[src/rtl/dphd_pkg.sv]
package dphd_pkg;

    // Field widths of the words on the channels.
    localparam int PAD_IDX_W  = 4;
    localparam int SAMPLE_W   = 12;
    localparam int TIME_W     = 32;
    localparam int HOLDOFF_W  = 16;
    localparam int NOTE_W     = 7;
    localparam int VEL_W      = 7;
    localparam int NOTE_TAB_W = 56;
    localparam int CFG_IDX_W  = 2;
    localparam int CFG_DATA_W = 56;

    // Number of pads served, default for the top-level parameter.
    localparam int PADS_DEF = 16;

    // Register defaults after reset.
    localparam logic [SAMPLE_W-1:0]   THRESH_RST    = 12'd1550;
    localparam logic [HOLDOFF_W-1:0]  HOLDOFF_RST   = 16'd75;
    localparam logic [NOTE_TAB_W-1:0] NOTE_LOW_RST  = 56'd21578237090600484;
    localparam logic [NOTE_TAB_W-1:0] NOTE_HIGH_RST = 56'd5038;

    // Velocity scaling: (sample - 75) * 127 / 4020, floor, clamped to 127.
    localparam int VEL_OFFSET      = 75;
    localparam int VEL_SCALE       = 127;
    localparam int VEL_SPAN        = 4020;
    localparam int VEL_MAX         = 127;
    localparam int VEL_P_W         = 19;
    localparam int VEL_RECIP_SHIFT = 32;
    localparam int VEL_RECIP_W     = 21;
    localparam longint unsigned VEL_RECIP = (64'd1 << VEL_RECIP_SHIFT) / VEL_SPAN;
    localparam int VEL_PROD_W      = VEL_P_W + VEL_RECIP_W;
    localparam int VEL_Q_W         = 8;

    // Depth of the hit queue between the detector and the result stage.
    localparam int FIFO_DEPTH = 4;

    // Configuration register indexes.
    typedef enum logic [CFG_IDX_W-1:0] {
        CFG_THRESHOLD = 2'd0,
        CFG_HOLDOFF   = 2'd1,
        CFG_NOTE_LOW  = 2'd2,
        CFG_NOTE_HIGH = 2'd3
    } t_cfg_idx;

    // Register contents handed to the detector.
    typedef struct packed {
        logic [SAMPLE_W-1:0]   threshold;
        logic [HOLDOFF_W-1:0]  holdoff;
        logic [NOTE_TAB_W-1:0] note_low;
        logic [NOTE_TAB_W-1:0] note_high;
    } t_cfg;

    // One detected hit: the pad's note and the falling sample after the peak.
    typedef struct packed {
        logic [NOTE_W-1:0]   note;
        logic [SAMPLE_W-1:0] sample;
    } t_hit;

endpackage

[src/rtl/dphd_if.sv]
interface dphd_in_if;
    import dphd_pkg::*;
    logic                 valid;
    logic                 ready;
    logic [PAD_IDX_W-1:0] pad_index;
    logic [SAMPLE_W-1:0]  sample;
    logic [TIME_W-1:0]    time_ms;

    modport source (output valid, pad_index, sample, time_ms, input ready);
    modport sink   (input valid, pad_index, sample, time_ms, output ready);
endinterface

interface dphd_out_if;
    import dphd_pkg::*;
    logic              valid;
    logic              ready;
    logic              is_note_off;
    logic [NOTE_W-1:0] note;
    logic [VEL_W-1:0]  velocity;
    logic              last;

    modport source (output valid, is_note_off, note, velocity, last, input ready);
    modport sink   (input valid, is_note_off, note, velocity, last, output ready);
endinterface

interface dphd_cfg_if;
    import dphd_pkg::*;
    logic                  valid;
    logic                  ready;
    logic [CFG_IDX_W-1:0]  index;
    logic [CFG_DATA_W-1:0] data;

    modport source (output valid, index, data, input ready);
    modport sink   (input valid, index, data, output ready);
endinterface

[src/rtl/dphd_front.sv]
module dphd_front #(
    parameter int PADS = dphd_pkg::PADS_DEF
) (
    input  logic           i_clk,
    input  logic           i_rst_n,
    input  dphd_pkg::t_cfg i_cfg_regs,
    dphd_in_if.sink        i_in,
    output logic           o_push_valid,
    output dphd_pkg::t_hit o_push_data,
    input  logic           i_push_ready
);
    import dphd_pkg::*;

    localparam int PAD_W = (PADS > 1) ? $clog2(PADS) : 1;

    logic                 r_armed [PADS];
    logic [SAMPLE_W-1:0]  r_prev  [PADS];
    logic [TIME_W-1:0]    r_time  [PADS];

    logic                 acc;
    logic                 in_range;
    logic [PAD_W-1:0]     idx;
    logic [SAMPLE_W-1:0]  prev;
    logic                 was_armed;
    logic [TIME_W-1:0]    since;
    logic                 arm;
    logic                 fire;
    logic [NOTE_TAB_W-1:0] tab;
    logic [5:0]           base;

    // A word is taken whenever the hit queue has room.
    assign i_in.ready = i_push_ready;
    assign acc        = i_in.valid && i_push_ready;
    assign in_range   = 32'(i_in.pad_index) < PADS;
    assign idx        = i_in.pad_index[PAD_W-1:0];

    // Look up the addressed pad and classify the sample.
    always_comb begin
        prev      = r_prev[idx];
        was_armed = r_armed[idx];
        since     = i_in.time_ms - r_time[idx];
        arm       = (i_in.sample > prev) && (i_in.sample > i_cfg_regs.threshold)
                    && (since > TIME_W'(i_cfg_regs.holdoff));
        fire      = was_armed && (i_in.sample < prev);
    end

    // Note of the pad: seven bits per pad, eight pads per table word.
    always_comb begin
        tab  = i_in.pad_index[3] ? i_cfg_regs.note_high : i_cfg_regs.note_low;
        base = 6'(i_in.pad_index[2:0]) * 6'd7;
    end

    assign o_push_valid       = i_in.valid && in_range && fire;
    assign o_push_data.note   = tab[base +: NOTE_W];
    assign o_push_data.sample = i_in.sample;

    // Per-pad state update: arming, disarming after the peak, last sample.
    always_ff @(posedge i_clk) begin
        if (!i_rst_n) begin
            for (int i = 0; i < PADS; i++) begin
                r_armed[i] <= 1'b0;
                r_prev[i]  <= '0;
                r_time[i]  <= '0;
            end
        end else if (acc && in_range) begin
            if (arm) begin
                r_armed[idx] <= 1'b1;
                r_time[idx]  <= i_in.time_ms;
            end else if (fire) begin
                r_armed[idx] <= 1'b0;
            end
            r_prev[idx] <= i_in.sample;
        end
    end

`ifndef SYNTH
    // A pad that gave a hit is disarmed afterwards.
    a_fire_disarms: assert property (@(posedge i_clk) disable iff (!i_rst_n)
        (o_push_valid && i_push_ready) |=> !r_armed[$past(idx)])
        else $error("pad still armed after its hit");
`endif

endmodule

[src/rtl/dphd_fifo.sv]
module dphd_fifo (
    input  logic           i_clk,
    input  logic           i_rst_n,
    input  logic           i_push_valid,
    input  dphd_pkg::t_hit i_push_data,
    output logic           o_push_ready,
    output logic           o_pop_valid,
    output dphd_pkg::t_hit o_pop_data,
    input  logic           i_pop_ready
);
    import dphd_pkg::*;

    localparam int PTR_W = $clog2(FIFO_DEPTH);
    localparam int CNT_W = $clog2(FIFO_DEPTH + 1);

    t_hit             r_mem [FIFO_DEPTH];
    logic [PTR_W-1:0] r_wr_ptr;
    logic [PTR_W-1:0] r_rd_ptr;
    logic [CNT_W-1:0] r_count;
    logic [PTR_W-1:0] n_wr_ptr;
    logic [PTR_W-1:0] n_rd_ptr;
    logic             push;
    logic             pop;

    assign o_push_ready = r_count != CNT_W'(FIFO_DEPTH);
    assign o_pop_valid  = r_count != '0;
    assign o_pop_data   = r_mem[r_rd_ptr];
    assign push         = i_push_valid && o_push_ready;
    assign pop          = o_pop_valid && i_pop_ready;

    // Pointers wrap at the queue depth.
    always_comb begin
        n_wr_ptr = (r_wr_ptr == PTR_W'(FIFO_DEPTH - 1)) ? '0 : r_wr_ptr + 1'b1;
        n_rd_ptr = (r_rd_ptr == PTR_W'(FIFO_DEPTH - 1)) ? '0 : r_rd_ptr + 1'b1;
    end

    // Storage needs no reset.
    always_ff @(posedge i_clk) begin
        if (push) begin
            r_mem[r_wr_ptr] <= i_push_data;
        end
    end

    always_ff @(posedge i_clk) begin
        if (!i_rst_n) begin
            r_wr_ptr <= '0;
            r_rd_ptr <= '0;
            r_count  <= '0;
        end else begin
            if (push) begin
                r_wr_ptr <= n_wr_ptr;
            end
            if (pop) begin
                r_rd_ptr <= n_rd_ptr;
            end
            if (push && !pop) begin
                r_count <= r_count + 1'b1;
            end else if (pop && !push) begin
                r_count <= r_count - 1'b1;
            end
        end
    end

`ifndef SYNTH
    // The fill count follows pushes and pops.
    a_count_tracks: assert property (@(posedge i_clk) disable iff (!i_rst_n)
        (push && !pop) |=> (r_count == $past(r_count) + 1'b1))
        else $error("fill count lost a push");
`endif

endmodule

[src/rtl/dphd_back.sv]
module dphd_back (
    input  logic           i_clk,
    input  logic           i_rst_n,
    input  logic           i_pop_valid,
    input  dphd_pkg::t_hit i_pop_data,
    output logic           o_pop_ready,
    dphd_out_if.source     o_out
);
    import dphd_pkg::*;

    logic                    r_s1_valid;
    logic [NOTE_W-1:0]       r_s1_note;
    logic [VEL_P_W-1:0]      r_s1_p;
    logic                    r_s2_valid;
    logic [NOTE_W-1:0]       r_s2_note;
    logic [VEL_P_W-1:0]      r_s2_p;
    logic [VEL_Q_W-1:0]      r_s2_q;
    logic                    r_out_valid;
    logic                    r_phase;
    logic [NOTE_W-1:0]       r_note;
    logic [VEL_W-1:0]        r_vel;

    logic [SAMPLE_W-1:0]     x;
    logic [VEL_P_W-1:0]      p;
    logic [VEL_PROD_W-1:0]   prod;
    logic [VEL_P_W-1:0]      rem;
    logic [VEL_Q_W-1:0]      q;
    logic [VEL_W-1:0]        vel;
    logic                    out_take;
    logic                    s2_take;
    logic                    s1_take;
    logic                    pop;

    // Stage handshake: a stage loads when it is empty or passes its word on.
    assign out_take    = !r_out_valid || (o_out.ready && r_phase);
    assign s2_take     = !r_s2_valid || out_take;
    assign s1_take     = !r_s1_valid || s2_take;
    assign o_pop_ready = s1_take;
    assign pop         = i_pop_valid && s1_take;

    // Stage 1 input: scaled height above the offset.
    always_comb begin
        x = (i_pop_data.sample > SAMPLE_W'(VEL_OFFSET))
            ? i_pop_data.sample - SAMPLE_W'(VEL_OFFSET) : '0;
        p = VEL_P_W'(x) * VEL_P_W'(VEL_SCALE);
    end

    // Stage 2 input: quotient estimate by reciprocal, at most one too small.
    assign prod = VEL_PROD_W'(r_s1_p) * VEL_PROD_W'(VEL_RECIP_W'(VEL_RECIP));

    // Output stage input: remainder check and clamp.
    always_comb begin
        rem = r_s2_p - VEL_P_W'(r_s2_q) * VEL_P_W'(VEL_SPAN);
        q   = (rem >= VEL_P_W'(VEL_SPAN)) ? r_s2_q + 1'b1 : r_s2_q;
        vel = (q > VEL_Q_W'(VEL_MAX)) ? VEL_W'(VEL_MAX) : q[VEL_W-1:0];
    end

    always_ff @(posedge i_clk) begin
        if (!i_rst_n) begin
            r_s1_valid  <= 1'b0;
            r_s2_valid  <= 1'b0;
            r_out_valid <= 1'b0;
            r_phase     <= 1'b0;
        end else begin
            if (s1_take) begin
                r_s1_valid <= i_pop_valid;
            end
            if (s2_take) begin
                r_s2_valid <= r_s1_valid;
            end
            // Note-on taken: show the note-off of the same hit next.
            if (r_out_valid && o_out.ready && !r_phase) begin
                r_phase <= 1'b1;
            end else if (out_take) begin
                r_out_valid <= r_s2_valid;
                r_phase     <= 1'b0;
            end
        end
    end

    // Payload registers.
    always_ff @(posedge i_clk) begin
        if (pop) begin
            r_s1_note <= i_pop_data.note;
            r_s1_p    <= p;
        end
        if (s2_take && r_s1_valid) begin
            r_s2_note <= r_s1_note;
            r_s2_p    <= r_s1_p;
            r_s2_q    <= prod[VEL_RECIP_SHIFT +: VEL_Q_W];
        end
        if (out_take && r_s2_valid) begin
            r_note <= r_s2_note;
            r_vel  <= vel;
        end
    end

    assign o_out.valid       = r_out_valid;
    assign o_out.is_note_off = r_phase;
    assign o_out.note        = r_note;
    assign o_out.velocity    = r_phase ? '0 : r_vel;
    assign o_out.last        = r_phase;

`ifndef SYNTH
    // Every taken note-on is followed by the note-off of the same note.
    a_off_follows_on: assert property (@(posedge i_clk) disable iff (!i_rst_n)
        (o_out.valid && o_out.ready && !r_phase) |=>
        (o_out.valid && r_phase && $stable(r_note)))
        else $error("note-off missing after note-on");

    // A word popped from the queue lands in stage 1.
    a_pop_lands: assert property (@(posedge i_clk) disable iff (!i_rst_n)
        pop |=> r_s1_valid)
        else $error("popped hit dropped");

    // A stage 2 word is held while the output stage cannot take it.
    a_s2_holds: assert property (@(posedge i_clk) disable iff (!i_rst_n)
        (r_s2_valid && !out_take) |=> (r_s2_valid && $stable(r_s2_p)))
        else $error("stage 2 word lost under stall");
`endif

endmodule

[src/rtl/drum_pad_hit_detector.sv]
// Channel   Dir  Carries
// --------  ---  ------------------------------------------------------------
// i_in      in   pad_index, sample, time_ms: one converter reading of one pad
// o_out     out  is_note_off, note, velocity, last: note-on or note-off word
// i_cfg     in   index, data: register write (threshold, holdoff, note tables)
//
// The detector takes one input word per cycle while the four-entry hit queue
// has room; per-pad state is read and written in that same cycle.
// A queued hit reaches o_out through two velocity stages and the output register
// and holds the output for two words, note-on then note-off, while later hits
// wait in the stages and the queue behind it.
// Reset is synchronous and clears all pad state, the queue and the pipeline at once.
// A stalled output backs up the pipeline, then the queue, then i_in.ready.
module drum_pad_hit_detector #(
    parameter int PADS = dphd_pkg::PADS_DEF
) (
    input  logic       i_clk,
    input  logic       i_rst_n,
    dphd_in_if.sink    i_in,
    dphd_out_if.source o_out,
    dphd_cfg_if.sink   i_cfg
);
    import dphd_pkg::*;

    t_cfg r_cfg;
    logic push_valid;
    logic push_ready;
    t_hit push_data;
    logic pop_valid;
    logic pop_ready;
    t_hit pop_data;

    // Register writes are always taken.
    assign i_cfg.ready = 1'b1;

    always_ff @(posedge i_clk) begin
        if (!i_rst_n) begin
            r_cfg.threshold <= THRESH_RST;
            r_cfg.holdoff   <= HOLDOFF_RST;
            r_cfg.note_low  <= NOTE_LOW_RST;
            r_cfg.note_high <= NOTE_HIGH_RST;
        end else if (i_cfg.valid) begin
            unique case (t_cfg_idx'(i_cfg.index))
                CFG_THRESHOLD: r_cfg.threshold <= i_cfg.data[SAMPLE_W-1:0];
                CFG_HOLDOFF:   r_cfg.holdoff   <= i_cfg.data[HOLDOFF_W-1:0];
                CFG_NOTE_LOW:  r_cfg.note_low  <= i_cfg.data[NOTE_TAB_W-1:0];
                CFG_NOTE_HIGH: r_cfg.note_high <= i_cfg.data[NOTE_TAB_W-1:0];
                default: begin
                end
            endcase
        end
    end

    // Peak detection per pad.
    dphd_front #(
        .PADS(PADS)
    ) u_front (
        .i_clk        (i_clk),
        .i_rst_n      (i_rst_n),
        .i_cfg_regs   (r_cfg),
        .i_in         (i_in),
        .o_push_valid (push_valid),
        .o_push_data  (push_data),
        .i_push_ready (push_ready)
    );

    // Hit queue.
    dphd_fifo u_fifo (
        .i_clk        (i_clk),
        .i_rst_n      (i_rst_n),
        .i_push_valid (push_valid),
        .i_push_data  (push_data),
        .o_push_ready (push_ready),
        .o_pop_valid  (pop_valid),
        .o_pop_data   (pop_data),
        .i_pop_ready  (pop_ready)
    );

    // Velocity and note-on / note-off words.
    dphd_back u_back (
        .i_clk       (i_clk),
        .i_rst_n     (i_rst_n),
        .i_pop_valid (pop_valid),
        .i_pop_data  (pop_data),
        .o_pop_ready (pop_ready),
        .o_out       (o_out)
    );

endmodule

[src/flat_wrapper.sv]
// flat-port wrapper written by rule: the top's interface ports become plain ports
module drum_pad_hit_detector_flat import dphd_pkg::*;
#(
    parameter int PADS = dphd_pkg::PADS_DEF
)
  (i_clk, i_rst_n, i_in_valid, i_in_pad_index, i_in_sample, i_in_time_ms, i_in_ready, o_out_valid, o_out_is_note_off, o_out_note, o_out_velocity, o_out_last, o_out_ready, i_cfg_valid, i_cfg_index, i_cfg_data, i_cfg_ready);
  dphd_in_if i_in_i ();
  dphd_out_if o_out_i ();
  dphd_cfg_if i_cfg_i ();
  input  logic i_clk;
  input  logic i_rst_n;
  input wire logic [$bits(i_in_i.valid)-1:0] i_in_valid;
  input wire logic [$bits(i_in_i.pad_index)-1:0] i_in_pad_index;
  input wire logic [$bits(i_in_i.sample)-1:0] i_in_sample;
  input wire logic [$bits(i_in_i.time_ms)-1:0] i_in_time_ms;
  output wire logic [$bits(i_in_i.ready)-1:0] i_in_ready;
  output wire logic [$bits(o_out_i.valid)-1:0] o_out_valid;
  output wire logic [$bits(o_out_i.is_note_off)-1:0] o_out_is_note_off;
  output wire logic [$bits(o_out_i.note)-1:0] o_out_note;
  output wire logic [$bits(o_out_i.velocity)-1:0] o_out_velocity;
  output wire logic [$bits(o_out_i.last)-1:0] o_out_last;
  input wire logic [$bits(o_out_i.ready)-1:0] o_out_ready;
  input wire logic [$bits(i_cfg_i.valid)-1:0] i_cfg_valid;
  input wire logic [$bits(i_cfg_i.index)-1:0] i_cfg_index;
  input wire logic [$bits(i_cfg_i.data)-1:0] i_cfg_data;
  output wire logic [$bits(i_cfg_i.ready)-1:0] i_cfg_ready;
  assign i_in_i.valid = i_in_valid;
  assign i_in_i.pad_index = i_in_pad_index;
  assign i_in_i.sample = i_in_sample;
  assign i_in_i.time_ms = i_in_time_ms;
  assign i_in_ready = i_in_i.ready;
  assign o_out_valid = o_out_i.valid;
  assign o_out_is_note_off = o_out_i.is_note_off;
  assign o_out_note = o_out_i.note;
  assign o_out_velocity = o_out_i.velocity;
  assign o_out_last = o_out_i.last;
  assign o_out_i.ready = o_out_ready;
  assign i_cfg_i.valid = i_cfg_valid;
  assign i_cfg_i.index = i_cfg_index;
  assign i_cfg_i.data = i_cfg_data;
  assign i_cfg_ready = i_cfg_i.ready;
  drum_pad_hit_detector #(.PADS(PADS)) u_core (.i_clk(i_clk), .i_rst_n(i_rst_n), .i_in(i_in_i), .o_out(o_out_i), .i_cfg(i_cfg_i));
endmodule
[config.mk]
export PLATFORM = sky130hd
export DESIGN_NAME = drum_pad_hit_detector_flat
export DESIGN_NICKNAME = d
export VERILOG_FILES = /design/src/rtl/dphd_pkg.sv /design/src/rtl/dphd_if.sv /design/src/rtl/dphd_front.sv /design/src/rtl/dphd_fifo.sv /design/src/rtl/dphd_back.sv /design/src/rtl/drum_pad_hit_detector.sv /design/src/flat_wrapper.sv
export SDC_FILE = /design/constraint.sdc
export NUM_CORES = 2
export LEC_CHECK = 0
export BUFFER_PORTS_ARGS = -buffer_cell sky130_fd_sc_hd__buf_2
export CAP_MARGIN = 40
export CORE_MARGIN = 4
export CORE_UTILIZATION = 50
export CTS_CLUSTER_SIZE = 12
export DETAILED_ROUTE_END_ITERATION = 10
export HOLD_SLACK_MARGIN = 0.02
export PLACE_DENSITY_LB_ADDON = 0.12
export SLEW_MARGIN = 0
export SYNTH_ARGS = -nofsm -noshare
export SYNTH_HDL_FRONTEND = slang
export SYNTH_SLANG_ARGS = --single-unit
[constraint.sdc]
create_clock -name i_clk -period 19.6 [get_ports i_clk]
set_clock_uncertainty 0.1 [all_clocks]
set_input_delay 3.92 -clock i_clk [delete_from_list [all_inputs] [get_ports i_clk]]
set_output_delay 3.92 -clock i_clk [all_outputs]
set_load 0.01 [all_outputs]
Yosys cells after proc, flatten, opt, wreduce, memory -nomap -nowiden
Memories as Yosys holds them, arrays and structs flattened. A register that Yosys moved wholly into a read port is not among the register bits.
Index checks and enable logic that the tools add are counted.
{ "classes": {"div_mod_pow": 0, "n_mux": 37, "n_addsub": 8, "n_eq_ne": 6, "n_reduce_logical": 35, "shifts": 1, "magnitude_cmp": 7, "mul": 4, "bitwise_logic": 2} }
{ "ops": {"columns": ["operator", "n"], "rows": [
  ["two-way mux 56 bit", 1],
  ["variable part select 56 x 7 -> 7 bit", 1],
  ["multiplier 19 x 21 -> 40 bit (second input constant)", 1],
  ["> comparator 32 x 16 -> 1 bit", 1],
  ["two-way mux 32 bit", 1],
  ["OR reduction 32 bit", 1],
  ["subtractor 32 bit", 1],
  ["> comparator 12 bit", 2],
  ["two-way mux 12 bit", 2],
  ["two-way mux 1 bit", 22],
  ["greater-or-equal comparator 19 x 12 -> 1 bit (second input constant)", 1],
  ["multiplier 12 x 7 -> 19 bit (second input constant)", 1],
  ["subtractor 19 bit", 1],
  ["multiplier 8 x 10 -> 17 bit (second input constant)", 1],
  ["logical AND 1 bit", 14],
  ["> comparator 12 x 7 -> 1 bit (second input constant)", 1],
  ["less-than comparator 12 bit", 1],
  ["two-way mux 4 bit", 3],
  ["OR reduction 12 bit", 1],
  ["subtractor 12 x 7 -> 12 bit (second input constant)", 1],
  ["AND reduction 2 bit", 5],
  ["adder 8 x 1 -> 8 bit (second input constant)", 1],
  ["equality test 2 bit (second input constant)", 4],
  ["> comparator 8 x 7 -> 1 bit (second input constant)", 1],
  ["18 further kinds", 31]
]} }
{ "totals": {"latchBits": 0, "inputBits": 111, "mem_bits_ro": 0, "mem_bits_rw": 796, "elab_cells": 122, "mem_count": 4, "regBits": 225} }
{ "mem_list": {"columns": ["name", "words", "width", "rd", "rd_ports_with_merged_regs", "write_ports", "line_no", "text"], "rows": [
  ["u_core.u_front.r_time", 16, 32, 1, 0, 16, "dphd_front.sv:18", "logic [TIME_W-1:0] r_time [PADS];"],
  ["u_core.u_front.r_prev", 16, 12, 1, 0, 16, "dphd_front.sv:17", "logic [SAMPLE_W-1:0] r_prev [PADS];"],
  ["u_core.u_fifo.r_mem", 4, 19, 1, 1, 1, "dphd_fifo.sv:16", "t_hit r_mem [FIFO_DEPTH];"],
  ["u_core.u_front.r_armed", 16, 1, 1, 0, 16, "dphd_front.sv:16", "logic r_armed [PADS];"]
]} }

Logic depth before layout (Yosys ltp)
An unclocked memory read counts as a cell.
{ "depth": {"depth_word": 11, "mapped_depth": 29} }

Modules after synthesis
From an unflattened synthesis, not the netlist that was laid out.
{ "hier_totals": {"cells_unflattened": 4458, "hier_area_um2": 58453.6} }
{ "modules_own_cells": {"columns": ["module", "instances", "cells_per_inst", "area_per_inst_um2"], "rows": [
  ["dphd_front", 1, 2499, 36693.9],
  ["dphd_back", 1, 1247, 13060.0],
  ["drum_pad_hit_detector", 1, 562, 5474.0],
  ["dphd_fifo", 1, 150, 3225.6]
]} }

Least setup slack after synthesis
OpenSTA, ideal clock, no wires.
{ "synth_path": {"kind": "input -> register", "from": "input port i_in_pad_index[0]", "to": "memory u_core.u_front.r_time[12][0], enable pin", "stages": 27, "path_slack_ns": 8.172, "path_buffers": 6, "arrival_ns": 10.845, "cell_sequence": "clkbuf_1 clkbuf_1 buf_1 buf_1 mux4_2 mux4_2 ha_1 inv_1 fa_1 a211oi_1 or4_4 nand3_1 nor2_1 nor2_1 nor2_1 xnor2_1 ha_1 nand3_1 or4_1 o21ai_0 and4_1 nand4bb_1 or4_4 buf_6 and3_1 buf_6 nand2b_1"} }
{ "synth_rtl": {"columns": ["element", "line_no", "text"], "rows": [
  ["start, declared", "flat_wrapper.sv:13", "input wire logic [$bits(i_in_i.pad_index)-1:0] i_in_pad_index;"],
  ["end, declared", "dphd_front.sv:18", null]
]} }

==> impl_results.rst <==
.. list-table::
   :header-rows: 1

   * - Metric
     - Value
   * - Number of max-slew violations in the final report
     - 0
   * - Fmax
     - around 83 MHz
   * - Post-synth EDFFs
     - 852
   * - Number of different library cells in the post-synthesis netlist
     - slightly below 80
   * - CTS sink cnt
     - ~1000
   * - Largest cells by area after synthesis
     - sky130_fd_sc_hd__edfxtp_1 (44%), sky130_fd_sc_hd__mux4_2 (11%), sky130_fd_sc_hd__and2_1 (7.2%)
   * - Top Ports
     - 130
   * - Effective utilization at floorplan
     - approximately 50%
   * - Final setup viols
     - 0
   * - Worst reg2reg endpoint
     - u_core.u_back.r_s1_p[17]$_DFFE_PP_
   * - Most instantiated cells after synthesis
     - sky130_fd_sc_hd__edfxtp_1 (852), sky130_fd_sc_hd__and2_1 (674), sky130_fd_sc_hd__inv_1 (476), sky130_fd_sc_hd__nand2_1 (347), sky130_fd_sc_hd__ha_1 (325)
   * - Synth area leader
     - sky130_fd_sc_hd__edfxtp_1
   * - Final RePlAce weighted congestion
     - 0.915
   * - Run status
     - complete, no violations
   * - Endpoint of the worst hold path
     - u_core.u_back.o_out.note[3]$_DFFE_PP_
   * - P&R area growth vs syn
     - 9.52%
   * - Post-CTS Hold Buffers
     - 0
   * - Crit path buffers/inverters
     - 4
   * - RSZ-0062 raised after global routing
     - no
   * - Most used flip-flop cell after synthesis
     - sky130_fd_sc_hd__edfxtp_1
   * - HP Start
     - u_core.u_back.r_s2_note[3]$_DFFE_PP_
   * - Sequential element share of the synthesized area
     - approximately 50%
   * - Area share of the largest cell type after synthesis
     - 43.9%
   * - Max-Cap Viols
     - 0
   * - Final worst-path cycle share
     - 61.7%
   * - Critical Path Fanout Max
     - 68
   * - Average routed wire per standard cell
     - between 20 and 25 um
   * - Setup fix buffers added after clock tree synthesis
     - 0
   * - Count of TritonRoute iterations in the first routing pass
     - 5
   * - Pin count of the biggest net entering global routing
     - between 70 and 80
   * - Maximum level of the CTS H-tree
     - 3
   * - Clock root buffer master
     - sky130_fd_sc_hd__clkbuf_16
   * - Worst Hold Depth
     - 0
   * - Total half-perimeter wirelength after legalization and detailed placement
     - 107 mm
   * - Seq. cell area
     - 29000 um2
   * - TritonCTS buffer count
     - 108
   * - Rel. slew slack
     - 40.5%
   * - Crit path DAT
     - around 12 ns
   * - CP Capture Type
     - flip-flop
   * - Final Routed Wirelength
     - approximately 150 mm
   * - Final routed DRC violation total
     - 0
   * - Slowest stage cell, crit path
     - sky130_fd_sc_hd__buf_4
   * - Worst Max-Slew Pin Slew
     - approximately 0.89 ns
   * - Number of filler cells placed in the layout
     - roughly 9700
   * - Die Span X
     - about 350 um
   * - Vias per inst
     - about 5.7
   * - Remaining number of nets flagged by the antenna check after routing
     - 0
   * - Number of nets in the final layout
     - between 5000 and 6000
   * - Total GRT Usage
     - between 20% and 30%
   * - Number of synthesized register bits
     - slightly above 1000
   * - Worst-path cell chain
     - buf_8 > buf_4 > buf_4 > mux4_2 > mux4_2 > ha_1 > inv_1 > fa_1 > a211oi_1 > or4_4 > nand3_1 > nor2_1 > nor2_1 > nor2_1 > xnor2_1 > ha_1 > nand3_1 > or4_1 > o21ai_0 > and4_1 > nand4bb_1 > or4_4 > and3_2 > nand2b_2
   * - Later-pin clock latency in the skew report
     - 0.70 ns
   * - Core area
     - roughly 120000 um2
   * - Die Area
     - 122000 um2
   * - Area used by multi-input combinational logic
     - approximately 26000 um2
   * - Critical path's top delay family
     - simple AND/OR/NAND/NOR gates
   * - Number of antenna violations at the first check in global routing
     - 27
   * - Required time reported for the critical path endpoint
     - 19.72 ns
   * - Worst Reg2Reg Path Length in Cells
     - 22
   * - Routed vias
     - between 30000 and 40000
   * - Final count of hold timing violations
     - 0
   * - Clk slew on worst S/H paths
     - around 0.060 ns
   * - Instance count of the mapped netlist
     - approximately 4600
   * - Netlist area before placement
     - approximately 58000 um2
   * - Total number of yosys warnings
     - 0
   * - Number of cell rows
     - 125
   * - Type of the worst min-delay path
     - reg2reg
   * - Launching element type of the critical path
     - input pin
   * - Port Buffers
     - about 130
   * - Number of cells upsized or downsized after cts
     - 0
   * - Net count of the mapped netlist
     - roughly 5200
   * - TritonCTS clock tree
     - built
   * - Share of layout cells above drive strength 1
     - 14.8%
   * - Syn Area/Cell
     - 12.8 um2
   * - Post-Route Setup TNS
     - 0 ns
   * - Die height
     - ~350 um
   * - Crit-path most repeated cell
     - sky130_fd_sc_hd__nor2_1
   * - Startpoint-to-endpoint class of the critical path
     - in2reg
   * - First DRT Iteration DRCs
     - roughly 3300
   * - Longest individual stage delay on the worst path
     - approximately 0.77 ns
   * - Leftover overflow at the end of global routing
     - 0
   * - Count leader, synth
     - sky130_fd_sc_hd__edfxtp_1
   * - Async S/R FF share, synth
     - 0%
   * - First-pass GRT wire length
     - about 230 mm
   * - Max Root-Sink Buffers
     - 3
   * - Reg2reg setup slack
     - roughly 12 ns
   * - Minimum clock period after layout
     - around 12 ns
   * - Vias in the first global route
     - approximately 36000
## worst register-to-register path, stage by stage, from the launching register on
cell	delay (ns)
sky130_fd_sc_hd__dfxtp_1	0.31
sky130_fd_sc_hd__buf_4	0.35
sky130_fd_sc_hd__mux4_2	0.62
sky130_fd_sc_hd__or2_2	0.33
sky130_fd_sc_hd__or3_1	0.40
sky130_fd_sc_hd__a211oi_1	0.47
sky130_fd_sc_hd__buf_2	0.25
sky130_fd_sc_hd__nand2b_1	0.21
sky130_fd_sc_hd__inv_1	0.13
sky130_fd_sc_hd__fa_1	0.58
sky130_fd_sc_hd__inv_1	0.08
sky130_fd_sc_hd__fa_1	0.48
sky130_fd_sc_hd__fa_1	0.51
sky130_fd_sc_hd__inv_1	0.05
sky130_fd_sc_hd__fa_1	0.45
sky130_fd_sc_hd__ha_1	0.35
sky130_fd_sc_hd__and2_1	0.18
sky130_fd_sc_hd__o21ai_0	0.13
sky130_fd_sc_hd__o21ai_0	0.15
sky130_fd_sc_hd__o41ai_1	0.61
sky130_fd_sc_hd__o2111ai_1	0.23
sky130_fd_sc_hd__a21oi_1	0.22
sky130_fd_sc_hd__xnor2_1	0.08
## through the flow
step,hold slack (ns),instances,setup WS (ns),utilization (%),cell area (um2)
2_1_floorplan,0.300,4572,8.17,-,58300
3_3_place_gp,0.302,5989,6.74,51.7,60000
3_5_place_dp,0.305,6017,6.69,52.1,60500
4_1_cts,0.319,6210,7.41,55.0,63800
5_1_grt,0.324,6210,6.86,55.0,63800
6_report,0.317,6216,7.50,55.0,63900
## worst max path at each step
stage                      startpoint                                           to  slack [ns]  cells after the start
floorplan           i_in_pad_index[0]   u_core.u_front.r_time[12][0]$_SDFFCE_PN0P_        8.17                     27
global placement    i_in_pad_index[0]    u_core.u_front.r_time[8][8]$_SDFFCE_PN0P_        6.74                     24
detailed placement  i_in_pad_index[0]   u_core.u_front.r_time[14][8]$_SDFFCE_PN0P_        6.69                     24
CTS                 i_in_pad_index[0]   u_core.u_front.r_time[14][3]$_SDFFCE_PN0P_        7.41                     24
global route        i_in_pad_index[0]  u_core.u_front.r_time[13][31]$_SDFFCE_PN0P_        6.86                     24
finish              i_in_pad_index[0]   u_core.u_front.r_time[9][28]$_SDFFCE_PN0P_        7.50                     24
## cell families (layout without fill, tap and decap cells)
| family | Yosys count | count (layout) | synth area share, % |
|---|---|---|---|
| AND/OR/NAND/NOR | 1395 | 1395 | 13.0 |
| flip-flops | 1021 | 1021 | 49.7 |
| buffers and inverters | 759 | 873 | 5.39 |
| adder cells (fa/ha/maj) | 522 | 522 | 13.7 |
| AO/OA/AOI/OAI | 497 | 497 | 5.96 |
| multiplexers | 298 | 298 | 11.1 |
| XOR/XNOR | 79 | 79 | 1.19 |
| other | 1 | 7 | 0.00643 |
## sequential cells by signal, summed over array words and instances (netlist names), named ones only
| register | cells |
|---|---|
| u_core.u_back.r_s1_p | 19 |
| u_core.u_front.r_armed | 16 |
| u_core.u_fifo.r_wr_ptr | 2 |
| u_core.u_back.r_s1_note | 7 |
| u_core.u_back.r_s2_p | 17 |
| u_core.u_fifo.r_count | 3 |
| u_core.r_cfg | 140 |
| u_core.u_back.r_s1_valid | 1 |
| u_core.u_fifo.r_rd_ptr | 2 |
| u_core.u_fifo.r_mem | 76 |
| u_core.u_back.o_out.is_note_off | 1 |
| u_core.u_back.r_s2_note | 7 |
| u_core.u_front.r_prev | 192 |
| u_core.u_back.r_s2_valid | 1 |
| u_core.u_back.r_vel | 7 |
| u_core.u_back.o_out.valid | 1 |
| u_core.u_back.o_out.note | 7 |
| u_core.u_back.r_s2_q | 8 |
| u_core.u_front.r_time | 512 |
## layout by cell type, fill, tap and decap left out, types with 46 or more instances in the layout
cell type                   Yosys  final
sky130_fd_sc_hd__a21boi_0     103    103
sky130_fd_sc_hd__a21o_1        46     46
sky130_fd_sc_hd__a21oi_1       83     82
sky130_fd_sc_hd__and2_1       674    674
sky130_fd_sc_hd__buf_2          3    125
sky130_fd_sc_hd__buf_4          3     56
sky130_fd_sc_hd__clkbuf_16      0    111
sky130_fd_sc_hd__dfxtp_1      169    169
sky130_fd_sc_hd__edfxtp_1     852    852
sky130_fd_sc_hd__fa_1         197    197
sky130_fd_sc_hd__ha_1         325    325
sky130_fd_sc_hd__inv_1        476    476
sky130_fd_sc_hd__mux4_2       277    277
sky130_fd_sc_hd__nand2_1      347    346
sky130_fd_sc_hd__nand3_1       66     65
sky130_fd_sc_hd__nor2_1        97     96
sky130_fd_sc_hd__o21ai_0       71     67
sky130_fd_sc_hd__xnor2_1       54     54
## cell type report
cell class	instances	area share [%]
timing repair buffer	203	2.34
clock inverter	44	0.545
clock buffer	149	4.70
antenna	6	0.0235
sequential	1021	45.4
tap	1524	2.99
inverter	477	2.80
multi-input combinational	2792	41.2
## routing by layer
metal  GRT usage [%]  vias to the layer above  share of wire, %  routed length [um]
li1                -                    16200                 -                   -
met1            35.2                    18200                43               65200
met2            41.7                     1033                48               73800
met3            3.52                      226               6.1                9330
met4            7.13                       14               2.7                4130
met5               0                        -             0.059                  90
Power is not shown: default switching activity piles up to over one toggle a cycle in this logic, so the estimate is an artifact.
